$ cat config.mk
export PLATFORM = sky130hd
export DESIGN_NAME = vehicle_dead_reckoning
export DESIGN_NICKNAME = d
export VERILOG_FILES = /design/src/design/vdr_pkg.sv /design/src/design/vdr_cordic.sv /design/src/design/vdr_div.sv /design/src/design/vehicle_dead_reckoning.sv
export SDC_FILE = /design/constraint.sdc
export NUM_CORES = 2
export LEC_CHECK = 0
export BUFFER_PORTS_ARGS = -buffer_cell sky130_fd_sc_hd__buf_2
export CAP_MARGIN = 20
export CELL_PAD_IN_SITES_DETAIL_PLACEMENT = 1
export CELL_PAD_IN_SITES_GLOBAL_PLACEMENT = 2
export CORE_UTILIZATION = 46
export CTS_CLUSTER_DIAMETER = 100
export DETAILED_ROUTE_END_ITERATION = 8
export PLACE_DENSITY = 0.9
export SETUP_SLACK_MARGIN = 0.2
export SYNTH_ARGS = -nofsm -noshare
export SYNTH_HDL_FRONTEND = slang
export SYNTH_HIERARCHICAL = 1
export SYNTH_SLANG_ARGS = --single-unit
$ cat constraint.sdc
create_clock -name clk -period 20.4 [get_ports clk]
set_input_delay 2.04 -clock clk [delete_from_list [all_inputs] [get_ports clk]]
set_output_delay 2.04 -clock clk [all_outputs]
set_load 0.02 [all_outputs]
$ cat src/design/vdr_pkg.sv
`timescale 1ns / 1ps

package vdr_pkg;

    // fixed sizes of the pose datapath
    localparam int ANGLE_BITS   = 16;
    localparam int POS_BITS     = 32;
    localparam int CORDIC_STEPS = 16;

    localparam int PHASE_W  = 32;
    localparam int HEAD_SH  = PHASE_W - ANGLE_BITS;
    localparam int CW       = 34;   // cordic x/y width
    localparam int ZW       = 33;   // cordic angle accumulator width
    localparam int CNT_W    = 5;
    localparam int NUM_W    = 60;   // divider dividend / quotient width
    localparam int DEN_W    = 32;   // divider divisor width
    localparam int DCNT_W   = 6;
    localparam int DX_W     = 37;
    localparam int SUM_W    = ((POS_BITS > DX_W) ? POS_BITS : DX_W) + 1;

    localparam logic signed [15:0] STEER_LIMIT   = 16'sd16002;
    localparam logic [21:0]        RAD_TO_TURN   = 22'd2670177;
    localparam logic [CW-1:0]      CORDIC_START  = CW'(652032874);
    localparam logic [22:0]        TAN_CAP       = 23'h3FFFFF;

    localparam logic signed [SUM_W-1:0] POS_MAX = SUM_W'((64'sd1 <<< (POS_BITS - 1)) - 64'sd1);
    localparam logic signed [SUM_W-1:0] POS_MIN = SUM_W'(-(64'sd1 <<< (POS_BITS - 1)));

    // register indexes
    localparam logic REG_MODE      = 1'b0;
    localparam logic REG_WHEELBASE = 1'b1;

    // arctangent of 2^-i, 2^32 per turn
    function automatic logic [31:0] atan_turn(input logic [CNT_W-1:0] i);
        logic [31:0] r;
        case (i)
            5'd0:    r = 32'h20000000;
            5'd1:    r = 32'h12E4051E;
            5'd2:    r = 32'h09FB385B;
            5'd3:    r = 32'h051111D4;
            5'd4:    r = 32'h028B0D43;
            5'd5:    r = 32'h0145D7E1;
            5'd6:    r = 32'h00A2F61E;
            5'd7:    r = 32'h00517C55;
            5'd8:    r = 32'h0028BE53;
            5'd9:    r = 32'h00145F2F;
            5'd10:   r = 32'h000A2F98;
            5'd11:   r = 32'h000517CC;
            5'd12:   r = 32'h00028BE6;
            5'd13:   r = 32'h000145F3;
            5'd14:   r = 32'h0000A2F9;
            5'd15:   r = 32'h0000517C;
            5'd16:   r = 32'h000028BE;
            5'd17:   r = 32'h0000145F;
            5'd18:   r = 32'h00000A2F;
            5'd19:   r = 32'h00000517;
            5'd20:   r = 32'h0000028B;
            5'd21:   r = 32'h00000145;
            5'd22:   r = 32'h000000A2;
            5'd23:   r = 32'h00000051;
            default: r = 32'h00000000;
        endcase
        return r;
    endfunction

endpackage

$ cat src/design/vdr_cordic.sv
`timescale 1ns / 1ps

module vdr_cordic
(
    input  logic                          clk,
    input  logic                          rst_n,
    input  logic                          start,
    input  logic [vdr_pkg::PHASE_W-1:0]   phase,
    output logic                          done,
    output logic signed [vdr_pkg::CW-1:0] cos_out,
    output logic signed [vdr_pkg::CW-1:0] sin_out
);

    logic signed [vdr_pkg::CW-1:0]    x_reg, x_next;
    logic signed [vdr_pkg::CW-1:0]    y_reg, y_next;
    logic signed [vdr_pkg::ZW-1:0]    z_reg, z_next;
    logic [vdr_pkg::CNT_W-1:0]        cnt_reg, cnt_next;
    logic                             busy_reg, busy_next;
    logic                             done_reg, done_next;

    logic signed [vdr_pkg::ZW-1:0]    z_in;
    logic signed [vdr_pkg::CW-1:0]    xs, ys;
    logic signed [vdr_pkg::ZW-1:0]    atan_z;

    assign z_in   = vdr_pkg::ZW'(signed'(phase));
    assign xs     = x_reg >>> cnt_reg;
    assign ys     = y_reg >>> cnt_reg;
    assign atan_z = signed'({1'b0, vdr_pkg::atan_turn(cnt_reg)});

    // one rotation step per cycle, quadrant fold on start
    always_comb
    begin
        x_next    = x_reg;
        y_next    = y_reg;
        z_next    = z_reg;
        cnt_next  = cnt_reg;
        busy_next = busy_reg;
        done_next = 1'b0;
        if (start)
        begin
            x_next    = signed'(vdr_pkg::CORDIC_START);
            y_next    = '0;
            z_next    = z_in;
            cnt_next  = '0;
            busy_next = 1'b1;
            if (z_in > vdr_pkg::ZW'(33'sh040000000))
            begin
                z_next = z_in - vdr_pkg::ZW'(33'sh080000000);
                x_next = -signed'(vdr_pkg::CORDIC_START);
            end
            else if (z_in < -vdr_pkg::ZW'(33'sh040000000))
            begin
                z_next = z_in + vdr_pkg::ZW'(33'sh080000000);
                x_next = -signed'(vdr_pkg::CORDIC_START);
            end
        end
        else if (busy_reg)
        begin
            if (!z_reg[vdr_pkg::ZW-1])
            begin
                x_next = x_reg - ys;
                y_next = y_reg + xs;
                z_next = z_reg - atan_z;
            end
            else
            begin
                x_next = x_reg + ys;
                y_next = y_reg - xs;
                z_next = z_reg + atan_z;
            end
            cnt_next = cnt_reg + 1'b1;
            if (cnt_reg == vdr_pkg::CNT_W'(vdr_pkg::CORDIC_STEPS - 1))
            begin
                busy_next = 1'b0;
                done_next = 1'b1;
            end
        end
    end

    always_ff @(posedge clk or negedge rst_n)
    begin
        if (!rst_n)
        begin
            cnt_reg  <= '0;
            busy_reg <= 1'b0;
            done_reg <= 1'b0;
        end
        else
        begin
            cnt_reg  <= cnt_next;
            busy_reg <= busy_next;
            done_reg <= done_next;
        end
    end

    always_ff @(posedge clk)
    begin
        x_reg <= x_next;
        y_reg <= y_next;
        z_reg <= z_next;
    end

    assign done    = done_reg;
    assign cos_out = x_reg;
    assign sin_out = y_reg;

endmodule

$ cat src/design/vdr_div.sv
`timescale 1ns / 1ps

module vdr_div
(
    input  logic                        clk,
    input  logic                        rst_n,
    input  logic                        start,
    input  logic [vdr_pkg::NUM_W-1:0]   dividend,
    input  logic [vdr_pkg::DEN_W-1:0]   divisor,
    output logic                        done,
    output logic [vdr_pkg::NUM_W-1:0]   quotient
);

    logic [vdr_pkg::NUM_W-1:0]  q_reg, q_next;
    logic [vdr_pkg::DEN_W:0]    rem_reg, rem_next;
    logic [vdr_pkg::DEN_W-1:0]  den_reg, den_next;
    logic [vdr_pkg::DCNT_W-1:0] cnt_reg, cnt_next;
    logic                       busy_reg, busy_next;
    logic                       done_reg, done_next;
    logic [vdr_pkg::DEN_W:0]    trial;

    assign trial = {rem_reg[vdr_pkg::DEN_W-1:0], q_reg[vdr_pkg::NUM_W-1]};

    // restoring division, one quotient bit per cycle
    always_comb
    begin
        q_next    = q_reg;
        rem_next  = rem_reg;
        den_next  = den_reg;
        cnt_next  = cnt_reg;
        busy_next = busy_reg;
        done_next = 1'b0;
        if (start)
        begin
            q_next    = dividend;
            rem_next  = '0;
            den_next  = divisor;
            cnt_next  = '0;
            busy_next = 1'b1;
        end
        else if (busy_reg)
        begin
            if (trial >= {1'b0, den_reg})
            begin
                rem_next = trial - {1'b0, den_reg};
                q_next   = {q_reg[vdr_pkg::NUM_W-2:0], 1'b1};
            end
            else
            begin
                rem_next = trial;
                q_next   = {q_reg[vdr_pkg::NUM_W-2:0], 1'b0};
            end
            cnt_next = cnt_reg + 1'b1;
            if (cnt_reg == vdr_pkg::DCNT_W'(vdr_pkg::NUM_W - 1))
            begin
                busy_next = 1'b0;
                done_next = 1'b1;
            end
        end
    end

    always_ff @(posedge clk or negedge rst_n)
    begin
        if (!rst_n)
        begin
            cnt_reg  <= '0;
            busy_reg <= 1'b0;
            done_reg <= 1'b0;
        end
        else
        begin
            cnt_reg  <= cnt_next;
            busy_reg <= busy_next;
            done_reg <= done_next;
        end
    end

    always_ff @(posedge clk)
    begin
        q_reg   <= q_next;
        rem_reg <= rem_next;
        den_reg <= den_next;
    end

    assign done     = done_reg;
    assign quotient = q_reg;

endmodule

$ cat src/design/vehicle_dead_reckoning.sv
`timescale 1ns / 1ps
// particle mode: each word runs the heading update and the 16-step cordic
// bicycle mode: each word runs two divider passes and two cordic runs around
//   one shared multiplier
// one word at a time; a finished word waits in the output register for m_tready
// reset clears pose to zero, mode to particle, wheelbase to 1.0

module vehicle_dead_reckoning
(
    input  logic        clk,
    input  logic        rst_n,
    input  logic        s_tvalid,
    output logic        s_tready,
    input  logic [31:0] s_tdata,   // speed[15:0], turn_angle[31:16]
    output logic        m_tvalid,
    input  logic        m_tready,
    output logic [87:0] m_tdata,   // pos_x[31:0], pos_y[63:32], heading[79:64],
                                   // pos_saturated[80], zero pad
    input  logic        cfg_we,
    input  logic        cfg_index,
    input  logic [15:0] cfg_data
);

    typedef enum logic [13:0]
    {
        S_IDLE = 14'b00000000000001,
        S_C1   = 14'b00000000000010,
        S_D1   = 14'b00000000000100,
        S_M1   = 14'b00000000001000,
        S_M2   = 14'b00000000010000,
        S_M3   = 14'b00000000100000,
        S_M4   = 14'b00000001000000,
        S_D2   = 14'b00000010000000,
        S_HEAD = 14'b00000100000000,
        S_C2   = 14'b00001000000000,
        S_MX   = 14'b00010000000000,
        S_MY   = 14'b00100000000000,
        S_UPD  = 14'b01000000000000,
        S_OUT  = 14'b10000000000000
    } state_t;

    state_t state_reg, state_next;

    logic                                 mode_reg;
    logic [15:0]                          wheelbase_reg;
    logic signed [vdr_pkg::POS_BITS-1:0]  x_reg, x_next;
    logic signed [vdr_pkg::POS_BITS-1:0]  y_reg, y_next;
    logic [vdr_pkg::ANGLE_BITS-1:0]       heading_reg;
    logic signed [15:0]                   v_reg;
    logic                                 s_neg_reg;
    logic [22:0]                          t_reg;
    logic [31:0]                          delta_reg;
    logic signed [58:0]                   prod_reg;
    logic [40:0]                          lo_reg;
    logic [40:0]                          hi_reg;
    logic signed [vdr_pkg::DX_W-1:0]      dx_reg;
    logic                                 sat_reg;
    logic                                 out_valid_reg;
    logic [87:0]                          out_data_reg;

    logic                                 s_accept;
    logic signed [15:0]                   in_speed;
    logic signed [15:0]                   in_turn;
    logic signed [15:0]                   steer;
    logic [15:0]                          abs_v;

    logic                                 cord_start;
    logic [vdr_pkg::PHASE_W-1:0]          cord_phase;
    logic                                 cord_done;
    logic signed [vdr_pkg::CW-1:0]        cord_cos;
    logic signed [vdr_pkg::CW-1:0]        cord_sin;

    logic                                 div_start;
    logic [vdr_pkg::NUM_W-1:0]            div_num;
    logic [vdr_pkg::DEN_W-1:0]            div_den;
    logic                                 div_done;
    logic [vdr_pkg::NUM_W-1:0]            div_q;

    logic signed [34:0]                   mul_a;
    logic signed [23:0]                   mul_b;
    logic signed [58:0]                   mul_p;

    logic signed [vdr_pkg::CW-1:0]        c_clamped;
    logic [vdr_pkg::CW-1:0]               s_abs;
    logic [31:0]                          phase_now;
    logic [31:0]                          phase_sum;
    logic [vdr_pkg::ANGLE_BITS-1:0]       heading_new;
    logic [31:0]                          phase_new;
    logic [15:0]                          len;
    logic [31:0]                          mag;
    logic signed [58:0]                   round_sum;
    logic signed [vdr_pkg::DX_W-1:0]      dy;
    logic signed [vdr_pkg::SUM_W-1:0]     x_sum;
    logic signed [vdr_pkg::SUM_W-1:0]     y_sum;
    logic                                 sat_now;
    logic [31:0]                          out_x;
    logic [31:0]                          out_y;
    logic [15:0]                          out_head;

    assign s_accept = s_tvalid && s_tready;
    assign s_tready = (state_reg == S_IDLE);
    assign in_speed = signed'(s_tdata[15:0]);
    assign in_turn  = signed'(s_tdata[31:16]);
    assign abs_v    = v_reg[15] ? 16'(-v_reg) : 16'(v_reg);

    // steer clamp for bicycle mode
    always_comb
    begin
        if (in_turn > vdr_pkg::STEER_LIMIT)
            steer = vdr_pkg::STEER_LIMIT;
        else if (in_turn < -vdr_pkg::STEER_LIMIT)
            steer = -vdr_pkg::STEER_LIMIT;
        else
            steer = in_turn;
    end

    // heading arithmetic on the 32-bit phase
    assign phase_now   = {heading_reg, {vdr_pkg::HEAD_SH{1'b0}}};
    assign phase_sum   = phase_now + delta_reg;
    assign heading_new = phase_sum[31:vdr_pkg::HEAD_SH];
    assign phase_new   = {heading_new, {vdr_pkg::HEAD_SH{1'b0}}};

    // tan inputs from the steer cordic
    assign c_clamped = (cord_cos < vdr_pkg::CW'(1)) ? vdr_pkg::CW'(1) : cord_cos;
    assign s_abs     = cord_sin[vdr_pkg::CW-1] ? vdr_pkg::CW'(-cord_sin)
                                                : vdr_pkg::CW'(cord_sin);
    assign len       = (wheelbase_reg == 16'd0) ? 16'd1 : wheelbase_reg;
    assign mag       = div_q[31:0];

    // cordic shared by steer and heading
    assign cord_start = (state_reg == S_IDLE && s_accept && mode_reg) ||
                        (state_reg == S_HEAD);
    assign cord_phase = (state_reg == S_HEAD) ? phase_new : {steer, 16'h0000};

    vdr_cordic u_cordic
    (
        .clk     (clk),
        .rst_n   (rst_n),
        .start   (cord_start),
        .phase   (cord_phase),
        .done    (cord_done),
        .cos_out (cord_cos),
        .sin_out (cord_sin)
    );

    // divider shared by tan and heading rate
    assign div_start = (state_reg == S_C1 && cord_done) || (state_reg == S_M4);
    always_comb
    begin
        if (state_reg == S_M4)
        begin
            div_num = {hi_reg[40:0], 19'b0} + vdr_pkg::NUM_W'(lo_reg);
            div_den = {8'b0, len, 8'b0};
        end
        else
        begin
            div_num = vdr_pkg::NUM_W'({s_abs, 16'h0000});
            div_den = c_clamped[31:0];
        end
    end

    vdr_div u_div
    (
        .clk      (clk),
        .rst_n    (rst_n),
        .start    (div_start),
        .dividend (div_num),
        .divisor  (div_den),
        .done     (div_done),
        .quotient (div_q)
    );

    // one shared multiplier, operands picked by state
    always_comb
    begin
        case (state_reg)
            S_M1:
            begin
                mul_a = signed'({12'b0, t_reg});
                mul_b = signed'({8'b0, abs_v});
            end
            S_M2:
            begin
                mul_a = signed'({13'b0, vdr_pkg::RAD_TO_TURN});
                mul_b = signed'({5'b0, prod_reg[18:0]});
            end
            S_M3:
            begin
                mul_a = signed'({13'b0, vdr_pkg::RAD_TO_TURN});
                mul_b = signed'({5'b0, prod_reg[37:19]});
            end
            S_MY:
            begin
                mul_a = 35'(cord_sin);
                mul_b = 24'(v_reg);
            end
            default:
            begin
                mul_a = 35'(cord_cos);
                mul_b = 24'(v_reg);
            end
        endcase
    end
    assign mul_p = mul_a * mul_b;

    // rounding of the position steps and saturating update
    assign round_sum = prod_reg + 59'sd2097152;
    assign dy        = round_sum[58:22];
    assign x_sum     = vdr_pkg::SUM_W'(x_reg) + vdr_pkg::SUM_W'(dx_reg);
    assign y_sum     = vdr_pkg::SUM_W'(y_reg) + vdr_pkg::SUM_W'(dy);

    always_comb
    begin
        sat_now = 1'b0;
        if (x_sum > vdr_pkg::POS_MAX)
        begin
            x_next  = vdr_pkg::POS_BITS'(vdr_pkg::POS_MAX);
            sat_now = 1'b1;
        end
        else if (x_sum < vdr_pkg::POS_MIN)
        begin
            x_next  = vdr_pkg::POS_BITS'(vdr_pkg::POS_MIN);
            sat_now = 1'b1;
        end
        else
            x_next = vdr_pkg::POS_BITS'(x_sum);
        if (y_sum > vdr_pkg::POS_MAX)
        begin
            y_next  = vdr_pkg::POS_BITS'(vdr_pkg::POS_MAX);
            sat_now = 1'b1;
        end
        else if (y_sum < vdr_pkg::POS_MIN)
        begin
            y_next  = vdr_pkg::POS_BITS'(vdr_pkg::POS_MIN);
            sat_now = 1'b1;
        end
        else
            y_next = vdr_pkg::POS_BITS'(y_sum);
    end

    // sequencer
    always_comb
    begin
        state_next = state_reg;
        case (state_reg)
            S_IDLE:
                if (s_accept)
                    state_next = mode_reg ? S_C1 : S_HEAD;
            S_C1:
                if (cord_done)
                    state_next = S_D1;
            S_D1:
                if (div_done)
                    state_next = S_M1;
            S_M1:    state_next = S_M2;
            S_M2:    state_next = S_M3;
            S_M3:    state_next = S_M4;
            S_M4:    state_next = S_D2;
            S_D2:
                if (div_done)
                    state_next = S_HEAD;
            S_HEAD:  state_next = S_C2;
            S_C2:
                if (cord_done)
                    state_next = S_MX;
            S_MX:    state_next = S_MY;
            S_MY:    state_next = S_UPD;
            S_UPD:   state_next = S_OUT;
            S_OUT:
                if (!out_valid_reg || m_tready)
                    state_next = S_IDLE;
            default: state_next = S_IDLE;
        endcase
    end

    // control and pose state
    always_ff @(posedge clk or negedge rst_n)
    begin
        if (!rst_n)
        begin
            state_reg     <= S_IDLE;
            mode_reg      <= 1'b0;
            wheelbase_reg <= 16'd256;
            x_reg         <= '0;
            y_reg         <= '0;
            heading_reg   <= '0;
            out_valid_reg <= 1'b0;
        end
        else
        begin
            state_reg <= state_next;
            if (cfg_we)
            begin
                case (cfg_index)
                    vdr_pkg::REG_MODE:      mode_reg      <= cfg_data[0];
                    vdr_pkg::REG_WHEELBASE: wheelbase_reg <= cfg_data;
                    default:                mode_reg      <= mode_reg;
                endcase
            end
            if (state_reg == S_HEAD)
                heading_reg <= heading_new;
            if (state_reg == S_UPD)
            begin
                x_reg <= x_next;
                y_reg <= y_next;
            end
            if (state_reg == S_OUT && (!out_valid_reg || m_tready))
                out_valid_reg <= 1'b1;
            else if (m_tready)
                out_valid_reg <= 1'b0;
        end
    end

    assign out_x    = 32'(x_reg);
    assign out_y    = 32'(y_reg);
    assign out_head = phase_now[31:16];

    // datapath registers
    always_ff @(posedge clk)
    begin
        if (s_accept)
        begin
            v_reg     <= in_speed;
            delta_reg <= {s_tdata[31:16], 16'h0000};
        end
        if (state_reg == S_C1 && cord_done)
            s_neg_reg <= cord_sin[vdr_pkg::CW-1];
        if (state_reg == S_D1 && div_done)
            t_reg <= (div_q > vdr_pkg::NUM_W'(vdr_pkg::TAN_CAP)) ? vdr_pkg::TAN_CAP
                                                                : div_q[22:0];
        if (state_reg == S_M1 || state_reg == S_MX || state_reg == S_MY)
            prod_reg <= mul_p;
        if (state_reg == S_M2)
            lo_reg <= mul_p[40:0];
        if (state_reg == S_M3)
            hi_reg <= mul_p[40:0];
        if (state_reg == S_D2 && div_done)
            delta_reg <= (v_reg[15] != s_neg_reg) ? (32'd0 - mag) : mag;
        if (state_reg == S_MY)
            dx_reg <= round_sum[58:22];
        if (state_reg == S_UPD)
            sat_reg <= sat_now;
        if (state_reg == S_OUT && (!out_valid_reg || m_tready))
            out_data_reg <= {7'b0, sat_reg, out_head, out_y, out_x};
    end

    assign m_tvalid = out_valid_reg;
    assign m_tdata  = out_data_reg;

    // checks on the sequencer
    a_cord_done_state: assert property (@(posedge clk) disable iff (!rst_n)
        cord_done |-> (state_reg == S_C1 || state_reg == S_C2))
        else $error("cordic finished outside a cordic wait state");

    a_div_done_state: assert property (@(posedge clk) disable iff (!rst_n)
        div_done |-> (state_reg == S_D1 || state_reg == S_D2))
        else $error("divider finished outside a divide wait state");

    a_accept_busy: assert property (@(posedge clk) disable iff (!rst_n)
        s_accept |=> (state_reg != S_IDLE))
        else $error("sequencer stayed idle after taking a word");

    a_particle_path: assert property (@(posedge clk) disable iff (!rst_n)
        (s_accept && !mode_reg) |=> (state_reg == S_HEAD))
        else $error("particle word did not go straight to heading update");

endmodule
==> run summary <==
## Status
* **outcome** finished clean

## Route
* **DR pass1 iterations** 8
* **vias per cell** 6.117
* **aggregate routed wire length** 283500 µm
* **total DRC errors in the routed layout** 0
* **vias after detailed routing** 63891
* **wire length per cell** 27.14 µm
* **post-route ant nets** 0
* **number of DRC markers in iteration 0** 5479

## GRT
* **GRT Total Usage** 0.3397
* **global route overflow** 0
* **largest net degree at the start of global routing** 106
* **global-route wire length before repair** 429800 µm
* **number of antenna violations at the first check in global routing** 26
* **number of global-route vias before repair** 67716

## Placed design
* **Port Buffer Count** 136
* **final RePlAce weighted congestion** 0.9857
* **cell count after placement** 10287
* **dpl hpwl** 217300 µm

## Worst setup path
* **crit end category** flop
* **worst-path cell with the longest stage delay** sky130_fd_sc_hd__buf_4
* **Critical path origin** state_reg[7]
* **CP peak stage delay** 0.65 ns
* **largest fanout of any net on the critical path** 61
* **CP Data Arrival Time** 11.91 ns
* **slack of the worst reg-to-reg path** 8.92 ns
* **data required time at the worst endpoint** 20.83 ns
* **R2R depth** 32
* **beginning of the worst register-to-register path** state_reg[7]
* **Worst setup SP type** flop
* **end of the worst register-to-register path** prod_reg[52]
* **cell repeated most along the worst path** sky130_fd_sc_hd__fa_1
* **Worst Setup Path Type** flop to flop

## CTS
* **clock latency on the worst-skew pair** 0.70 ns
* **cts bufs inserted** 77
* **TritonCTS clock tree** built
* **CTS clock-pin slew for the worst setup and hold paths** 0.06 ns
* **post-CTS repair timing setup buffer count** 0
* **count of instances resized after the clock tree is built** 0
* **CTS Root Buffer Type** sky130_fd_sc_hd__clkbuf_16
* **H-tree depth reported by CTS** 3
* **maximum clock path buffer count** 3
* **Post-CTS Hold Buffers** 0
* **CTS sink cnt** 668

## Timing
* **Setup TNS** 0 ns
* **unrepaired setup endpoints after global routing** no
* **count of endpoints failing setup in the final report** 0
* **number of hold violations in the final report** 0
* **top achievable clock speed** 87.07 MHz
* **time the worst path needs with I/O delays and setup** 11.48 ns
* **pin slew with the least headroom to its limit** 1.227 ns
* **slew margin rel.** 0.1815
* **ratio of final minimum period to clock period** 0.5630
* **setup clock skew after layout** 0.03871 ns
* **fin. max-slew vios** 0

## Synthesis
* **YS warnings** 6
* **biggest area contributors in the synthesized netlist** sky130_fd_sc_hd__fa_1 (21%), sky130_fd_sc_hd__edfxtp_1 (19%), sky130_fd_sc_hd__ha_1 (7.1%), sky130_fd_sc_hd__inv_1 (5.0%), sky130_fd_sc_hd__dfrtp_1 (4.1%)
* **sequential element share of the synthesized area** 0.2473
* **asr flop ratio synth** 0.1901
* **number of storage elements in the synthesis netlist** 668
* **Unique masters post-synth** 116
* **combined area of all synthesized cells** 75870 µm²
* **leading register cell type out of synthesis** sky130_fd_sc_hd__edfxtp_1
* **count of mapped cells out of synthesis** 8199
* **Post-Syn Area per Cell** 9.253 µm²
* **share of the synthesized area in the top cell type** 0.2135
* **number of flops mapped to enable cells by yosys** 475
* **library cell occupying the most area in the post-synthesis netlist** sky130_fd_sc_hd__fa_1

## Layout
* **layout overhead on the synthesized area** 8.017%
* **NumNets Final** 9489
* **commonest non-fill, non-tap cell in the layout** sky130_fd_sc_hd__inv_1
* **fraction of final layout cells with drive strength greater than 1** 0.08799
* **number of inserted filler cells in the final layout** 18654
* **flip-flop count of the largest register after layout** 81
* **commonest non-fill, non-tap cells in the layout** sky130_fd_sc_hd__inv_1 (1007), sky130_fd_sc_hd__nand2_1 (817), sky130_fd_sc_hd__fa_1 (809), sky130_fd_sc_hd__nor2_1 (778), sky130_fd_sc_hd__edfxtp_1 (475)
* **number of cells in the finished layout apart from fillers** 10445

## Run
* **Maximum Capacitance Violations** 0

## Hold path
* **HP Class** flop to flop
* **hold wc startpoint** u_div/rem_reg[2]
* **WHS Path Cells** 2
* **endpoint of the worst hold path** u_div/rem_reg[2]

## Floorplanning
* **Die Footprint** 166600 µm²
* **row cnt** 148
* **area of the placeable core** 163300 µm²
* **Initial Util** 0.4645
* **I/O pins** 144
* **die boundary width** 408.1 µm
* **height of the chip** 408.1 µm

## stage by stage
step | instance area [µm²] | hold slack [ns] | util | worst slack, ns
2_1_floorplan | 76010 | 0.4003 | - | 10.76
3_3_place_gp | 79150 | 0.4189 | 0.4846 | 8.990
3_5_place_dp | 79220 | 0.4688 | 0.4850 | 8.797
4_1_cts | 81850 | 0.4802 | 0.5011 | 8.727
5_1_grt | 81940 | 0.4948 | 0.5017 | 8.508
6_report | 81950 | 0.4751 | 0.5018 | 8.915
## worst max-delay path: cells and delay by family (launching register included)
family / cells / cell delay (ns)
adders and majority gates: 8 / 4.03
AOI/OAI and AO/OA: 9 / 3.24
and+or+nand+nor: 8 / 1.90
buffers and inverters: 7 / 1.52
DFF: 1 / 0.46
## per-layer routing
metal / global-route usage / vias to the layer above / share of wire
li1: - / 27886 / -
met1: 0.4521 / 32838 / 0.42
met2: 0.5305 / 2498 / 0.45
met3: 0.06727 / 657 / 0.081
met4: 0.1629 / 12 / 0.053
met5: 0 / - / 0.00025
## Yosys cell counts, types with 23 or more instances
cell type	instances
sky130_fd_sc_hd__a211oi_1	83
sky130_fd_sc_hd__a21o_1	180
sky130_fd_sc_hd__a21oi_1	461
sky130_fd_sc_hd__a221o_1	34
sky130_fd_sc_hd__a221oi_1	34
sky130_fd_sc_hd__a31oi_1	68
sky130_fd_sc_hd__and2_1	70
sky130_fd_sc_hd__and3_1	83
sky130_fd_sc_hd__buf_1	32
sky130_fd_sc_hd__buf_2	23
sky130_fd_sc_hd__clkbuf_1	353
sky130_fd_sc_hd__dfrtp_1	125
sky130_fd_sc_hd__dfxtp_1	66
sky130_fd_sc_hd__edfxtp_1	475
sky130_fd_sc_hd__fa_1	809
sky130_fd_sc_hd__ha_1	428
sky130_fd_sc_hd__inv_1	1009
sky130_fd_sc_hd__mux2_2	95
sky130_fd_sc_hd__mux2i_1	137
sky130_fd_sc_hd__mux4_2	63
sky130_fd_sc_hd__nand2_1	821
sky130_fd_sc_hd__nand2b_1	116
sky130_fd_sc_hd__nand3_1	122
sky130_fd_sc_hd__nand4_1	70
sky130_fd_sc_hd__nor2_1	783
sky130_fd_sc_hd__nor2b_1	43
sky130_fd_sc_hd__nor3_1	81
sky130_fd_sc_hd__nor4_1	56
sky130_fd_sc_hd__o211ai_1	50
sky130_fd_sc_hd__o21a_1	45
sky130_fd_sc_hd__o21ai_0	328
sky130_fd_sc_hd__o21ai_1	25
sky130_fd_sc_hd__o21bai_1	42
sky130_fd_sc_hd__o22ai_1	25
sky130_fd_sc_hd__o31ai_1	67
sky130_fd_sc_hd__or3_1	36
sky130_fd_sc_hd__xnor2_1	287
sky130_fd_sc_hd__xor2_1	182
## cells by family (layout without fill, tap and decap cells)
group	Yosys count	count (layout)	share of synthesized area
muxes	298	298	0.05132
AOI/OAI and AO/OA	1672	1672	0.1437
and+or+nand+nor	2412	2412	0.1460
other	1	48	0.00004943
buffers and inverters	1441	1465	0.07306
xor gates and xnor gates	470	470	0.05444
adders and majority gates	1237	1237	0.2841
DFF	668	668	0.2473
## worst max-delay path by stage
stage | depth (start not counted) | slack (ns) | to
after global placement | 29 | 8.99 | prod_reg[47]
after detailed placement | 31 | 8.80 | prod_reg[52]
after global routing | 33 | 8.51 | prod_reg[52]
after CTS | 31 | 8.73 | prod_reg[52]
final | 32 | 8.92 | prod_reg[52]
after floorplan | 31 | 10.76 | prod_reg[57]
## area by class of cell
type	count	area (µm²)	share of cell area
diodes	8	20.02	0.0002443
flip-flops and latches	668	18780	0.2292
clock inverters	40	534.3	0.006519
multi-input cells	6129	51960	0.6340
clock buffers	103	2095	0.02556
well taps	2175	2721	0.03321
inverters	1014	3806	0.04644
repair buffers	308	2033	0.02481
Power is left out: the tool's default activity adds up to more than one toggle a clock period on the data nets, which glitch-free logic cannot reach.
